[config.mk]
export PLATFORM = sky130hd
export DESIGN_NAME = prt_match
export DESIGN_NICKNAME = d
export VERILOG_FILES = /design/src/hw/rtl/prt_pkg.sv /design/src/hw/rtl/prt_match.sv
export SDC_FILE = /design/constraint.sdc
export NUM_CORES = 1
export LEC_CHECK = 0
export BUFFER_PORTS_ARGS = -buffer_cell sky130_fd_sc_hd__buf_2
export CORE_AREA = 2 2 334 336
export DETAILED_ROUTE_END_ITERATION = 7
export DIE_AREA = 0 0 336 338
export PLACE_DENSITY_LB_ADDON = 0.05
export SLEW_MARGIN = 5
export SYNTH_ARGS = -nofsm -noshare
export SYNTH_HDL_FRONTEND = slang
export SYNTH_SLANG_ARGS = --single-unit
[constraint.sdc]
create_clock -name vclk -period 2.6
set_clock_uncertainty 0.15 [all_clocks]
set_input_delay 0.13 -clock vclk [all_inputs]
set_output_delay 0.13 -clock vclk [all_outputs]
set_load 0.05 [all_outputs]
[src/hw/rtl/prt_pkg.sv]
package prt_pkg;

  // Default geometry of the peer table.
  localparam int unsigned TableEntriesDef = 16;
  localparam int unsigned PeerIdBitsDef   = 48;

  // Configuration port geometry.
  localparam int unsigned CfgIdxW  = 2;
  localparam int unsigned CfgDataW = 16;

  // Fixed field widths.
  localparam int unsigned OpW     = 3;
  localparam int unsigned RateW   = 16;
  localparam int unsigned MinW    = 15;
  localparam int unsigned RttW    = 32;
  localparam int unsigned StatusW = 2;

  // One in Q0.16, held one bit wider than a rate.
  localparam logic [RateW:0] OneQ16 = 17'h10000;

  // Register reset values.
  localparam logic [RateW-1:0] WeightRst  = 16'd6554;
  localparam logic [MinW-1:0]  MinRateRst = 15'd655;

  typedef enum logic [CfgIdxW-1:0] {
    CFG_WEIGHT   = 2'd0,
    CFG_MIN_RATE = 2'd1
  } cfg_idx_e;

  typedef enum logic [OpW-1:0] {
    OP_ADD    = 3'd0,
    OP_DELETE = 3'd1,
    OP_RECV   = 3'd2,
    OP_TMO    = 3'd3,
    OP_RTT    = 3'd4,
    OP_QUERY  = 3'd5
  } op_e;

  typedef enum logic [StatusW-1:0] {
    ST_OK        = 2'd0,
    ST_NOT_FOUND = 2'd1,
    ST_FULL      = 2'd2
  } status_e;

  // Outcome of the associative search over the table.
  typedef struct packed {
    logic hit;
    logic full;
  } lookup_t;

endpackage

[src/hw/rtl/prt_match.sv]
module prt_match #(
  parameter int unsigned ENTRIES = prt_pkg::TableEntriesDef,
  parameter int unsigned ID_BITS = prt_pkg::PeerIdBitsDef,
  localparam int unsigned IdxW   = $clog2(ENTRIES)
) (
  input  logic [ENTRIES-1:0] valid_i,
  input  logic [ID_BITS-1:0] keys_i [ENTRIES],
  input  logic [ID_BITS-1:0] key_i,
  output logic [ENTRIES-1:0] hit_vec_o,
  output logic [IdxW-1:0]    hit_idx_o,
  output logic [IdxW-1:0]    free_idx_o,
  output prt_pkg::lookup_t   lookup_o
);
  import prt_pkg::*;

  always_comb begin
    for (int i = 0; i < ENTRIES; i++) begin
      hit_vec_o[i] = valid_i[i] && (keys_i[i] == key_i);
    end
  end

  // At most one entry matches, so an OR of the indexes encodes it.
  always_comb begin
    hit_idx_o = '0;
    for (int i = 0; i < ENTRIES; i++) begin
      if (hit_vec_o[i]) begin
        hit_idx_o = hit_idx_o | IdxW'(i);
      end
    end
  end

  // Lowest free entry wins.
  always_comb begin
    free_idx_o = '0;
    for (int i = ENTRIES - 1; i >= 0; i--) begin
      if (!valid_i[i]) begin
        free_idx_o = IdxW'(i);
      end
    end
  end

  assign lookup_o.hit  = |hit_vec_o;
  assign lookup_o.full = &valid_i;

endmodule

Word-level counts from Yosys, hierarchy flattened
Index checks and enable logic that the tools add are counted.
{"block": "totals", "ff_bits": 0, "inputBits": 832, "output_inout_bits": 26, "wordCells": 65}
{"block": "classes", "n_eq_ne": 16, "n_mux": 31, "reduce_logical": 18}
{"op": "== test 48 bit", "n": 16}
{"op": "two-way mux 4 bit", "n": 24}
{"op": "logical AND 1 bit", "n": 16}
{"op": "AND reduction 16 bit", "n": 1}
{"op": "OR reduction 16 bit", "n": 1}
{"op": "two-way mux 3 bit", "n": 4}
{"op": "two-way mux 2 bit", "n": 2}
{"op": "two-way mux 1 bit", "n": 1}

Longest topological paths before layout
{"block": "depth", "word_depth": 17, "depth_mapped": 9, "mapped_depth_nobuf": 7}

Worst setup path before layout
Ideal clock, no wire load.
{"block": "synth_path", "path_type": "input port to output port", "startpoint": "input key_i[20]", "endpoint": "output lookup_o[1] in the netlist's numbering", "arrival_time_ps": 3658, "required_ps": 2320, "slack_ps": -1338, "stages": 9, "n_path_buf": 2, "path_cell_list": "clkbuf_1 > buf_2 > xnor2_1 > nand4_1 > nor4_1 > nand4_1 > nor4_1 > nor4_1 > nand4_1"}
{"element": "start, declared", "line_no": "prt_match.sv:8", "text": "input logic [ID_BITS-1:0] key_i,"}
{"element": "end, declared", "line_no": "prt_match.sv:12", "text": "output prt_pkg::lookup_t lookup_o"}

==> key figures <==
Status
  • Outcome: finished with violations
  • Failing checks: negative setup slack

Synthesis
  • Xor/xnor share of the synthesized area: between 60% and 70%
  • Main combinational cell family by area after synthesis: XOR/XNOR gates
  • Synth cell types: 45
  • Sequential area share after synthesis: 0%
  • Synth Area in Simple Gates: about a fifth
  • Avg Cell Area, Syn: 7.49 um2
  • Synth Area in Compound Gates: about 6.5%
  • Synthesized area: ~9000 um2
  • Share of the synthesized area in the top cell type: a little under two fifths
  • Biggest area consumer among synthesized cells: xnor2_1
  • Synth warn: 0
  • Top cells by area, synth: xnor2_1 (37%), xor2_1 (30%), nand4_1 (7.8%), nor4_1 (6.6%), buf_2 (3.1%)
  • Syn Inst Count: between 1,000 and 1,500
  • Syn nets: ~2,100
  • Adder-Cell Fraction of Synth Area: 0%
  • Mux cell area share after synthesis: 0%

Floorplan
  • FP Rows: between 100 and 150
  • IO Count: between 800 and 900
  • Core area: 110,000 um2
  • Width of the die: roughly 340 um
  • Die area: about 110,000 um2
  • Die H: about 340 um
  • Initial core utilization: 8.40%

Power
  • Pint: about 1.8 mW
  • Seq pwr share: 0%
  • Part of the power in combinational logic: 100.0%
  • Sw Share: between 50% and 60%
  • Final Power: 3.63 mW
  • Leakage: a little over 9 nW
  • PD cells: between 150 and 200 nW/um2
  • NetSw: ~1.9 mW
  • VDD IR max: slightly above 0.0001 V
  • Clock network fraction of design power: 0%

Worst setup path
  • Crit. End Element: output port
  • Critical Path End: lookup_o[1]
  • Kind of critical path: in2out
  • Worst setup SP type: input port
  • Crit path from: key_i[40]
  • Critical path fanouts, max: 3
  • Critical path arrival: 2540 ps
  • Worst EP required: about 2300 ps

Route
  • DR vias: between 10,000 and 15,000
  • Wire per inst: between 30 and 40 um
  • Initial DRC count: about 530
  • DRC: 0
  • Antenna viol nets, final: 0
  • DR vias/cell: approximately 3.6
  • Drt pass-1 iters: 5
  • Routed Wire Length: approximately 120,000 um

Final layout
  • # nets final: 3,199
  • Synth-to-layout area growth: 126%
  • Footprint of the multi-input gates: about 10000 um2
  • Filler cell count: approximately 13,000
  • Commonest non-fill, non-tap cells in the layout: buf_2 (797), xnor2_1 (345), xor2_1 (308), buf_4 (238), nand4_1 (115)
  • Final Non-Filler Cells: 3,868
  • FF/Latch Area: 0 um2
  • Commonest non-fill, non-tap cell in the layout: buf_2
  • Fraction of final layout cells with drive strength greater than 1: just under 60%
  • Seq cells: 0
  • Clock buf count: 0

STA
  • Tcrit/Tclk final: 109%
  • Hold slack final: between 500 and 600 ps
  • Slew of the pin with the lowest slew margin: about 570 ps
  • Max Clock Freq: ~350 MHz
  • Slew HR: about three fifths
  • Final Hold Viols: 0
  • Minimum clock period: between 2000 and 3000 ps
  • Setup repair after global routing missed its margin: true
  • # setup viols final: 7
  • Worst setup margin: -223 ps
  • Max Slew Vio Count: 0

Global routing
  • GRT overflow: 0
  • Total GRT Usage: about a fifth
  • Largest net degree at the start of global routing: 13
  • Initial antenna violation count: between 40 and 50
  • Vias in the first global route: around 16,000
  • First-pass GRT wire length: approximately 150,000 um

Flow run
  • Maxcap violations: 0

Place
  • Hpwl dp: roughly 110,000 um
  • PortBufs: 858
  • Placed Cells incl. Taps: 3,791
  • Global placement routability congestion: approximately 0.9

Worst hold path
  • Hold Crit Class: in2out

Clocking
  • Post-cts hold buffer count: 0
[through the flow]
step | TNS (ps) | setup slack, ps | utilization (%) | cell area [um2]
floorplan | -676 | -187 | - | 9480
global placement | -13640 | -1560 | 16.7 | 18400
detailed placement | -11610 | -1080 | 16.7 | 18400
CTS | -1630 | -314 | 18.4 | 20200
global route | -1940 | -328 | 18.9 | 20900
finish | -864 | -223 | 19.0 | 20900
[power by group through the flow]
stage	logic [mW]	clock network, mW	registers [mW]
3_5_place_dp	3.30	0	0
2_1_floorplan	1.29	0	0
4_1_cts	3.61	0	0
3_3_place_gp	3.30	0	0
5_1_grt	3.87	0.000000206	0
6_report	3.63	0.000000778	0
[cells by family (layout without fill, tap and decap cells)]
group           count (synthesis)  after routing
compound gates                 79             79
xor+xnor                      704            704
simple gates                  306            306
buf+inv                       145           1276
other cells                     0             15
[cells in the mapped netlist, types with 3 or more instances]
cell type,instances
a21boi_0,3
a21oi_1,5
a221oi_1,6
a222oi_1,3
a22o_1,3
a22oi_1,8
buf_2,57
clkbuf_1,37
inv_1,46
inv_2,3
nand2_1,9
nand2b_1,10
nand3_1,25
nand4_1,115
nor2_1,9
nor2b_1,5
nor3_1,22
nor4_1,97
o2111ai_1,6
o21ai_0,11
o22ai_1,17
o2bb2ai_1,4
or4_1,5
xnor2_1,389
xor2_1,315
[how the worst min path moves through the flow]
stage	start	to	slack, ps	cells past startpoint
6_report	valid_i[3]	free_idx_o[1]	560	3
5_1_grt	valid_i[3]	free_idx_o[1]	570	3
4_1_cts	valid_i[3]	free_idx_o[1]	560	3
3_5_place_dp	valid_i[3]	free_idx_o[1]	550	3
3_3_place_gp	valid_i[3]	free_idx_o[1]	540	3
2_1_floorplan	valid_i[15]	hit_vec_o[15]	300	2
[layout make-up]
| cell class | instances | share of cell area (%) |
|---|---|---|
| antenna | 15 | 0.180 |
| inverter | 49 | 0.995 |
| multi-input combinational | 1089 | 46.6 |
| tap | 1488 | 8.92 |
| timing repair buffer | 1227 | 43.3 |
[worst max-delay path, stage by stage]
cell	delay (ps)
buf_8	100
buf_12	130
buf_12	120
xor2_1	140
nor4_2	300
nand3_2	240
buf_12	200
or4_4	500
buf_12	170
o31ai_4	70
nor4_4	70
nand4_1	170
buf_12	170
[metal layers]
layer | global-route usage, % | up-vias | routed length, um
li1 | - | 6530 | -
met1 | 24.9 | 6682 | 51000
met2 | 39.0 | 616 | 63300
met3 | 4.08 | 96 | 7280
met4 | 1.89 | 40 | 1520
met5 | 0 | - | 260
[timing repair]
| item | CTS | global route |
|---|---|---|
| cloned | 1 | 0 |
| pin swaps | 83 | 43 |
| gates resized for setup | 288 | 89 |
| buffers inserted | 50 | 20 |
| setup endpoints to repair | 21 | 21 |
Note: power is estimated with default switching activity, not from simulation.
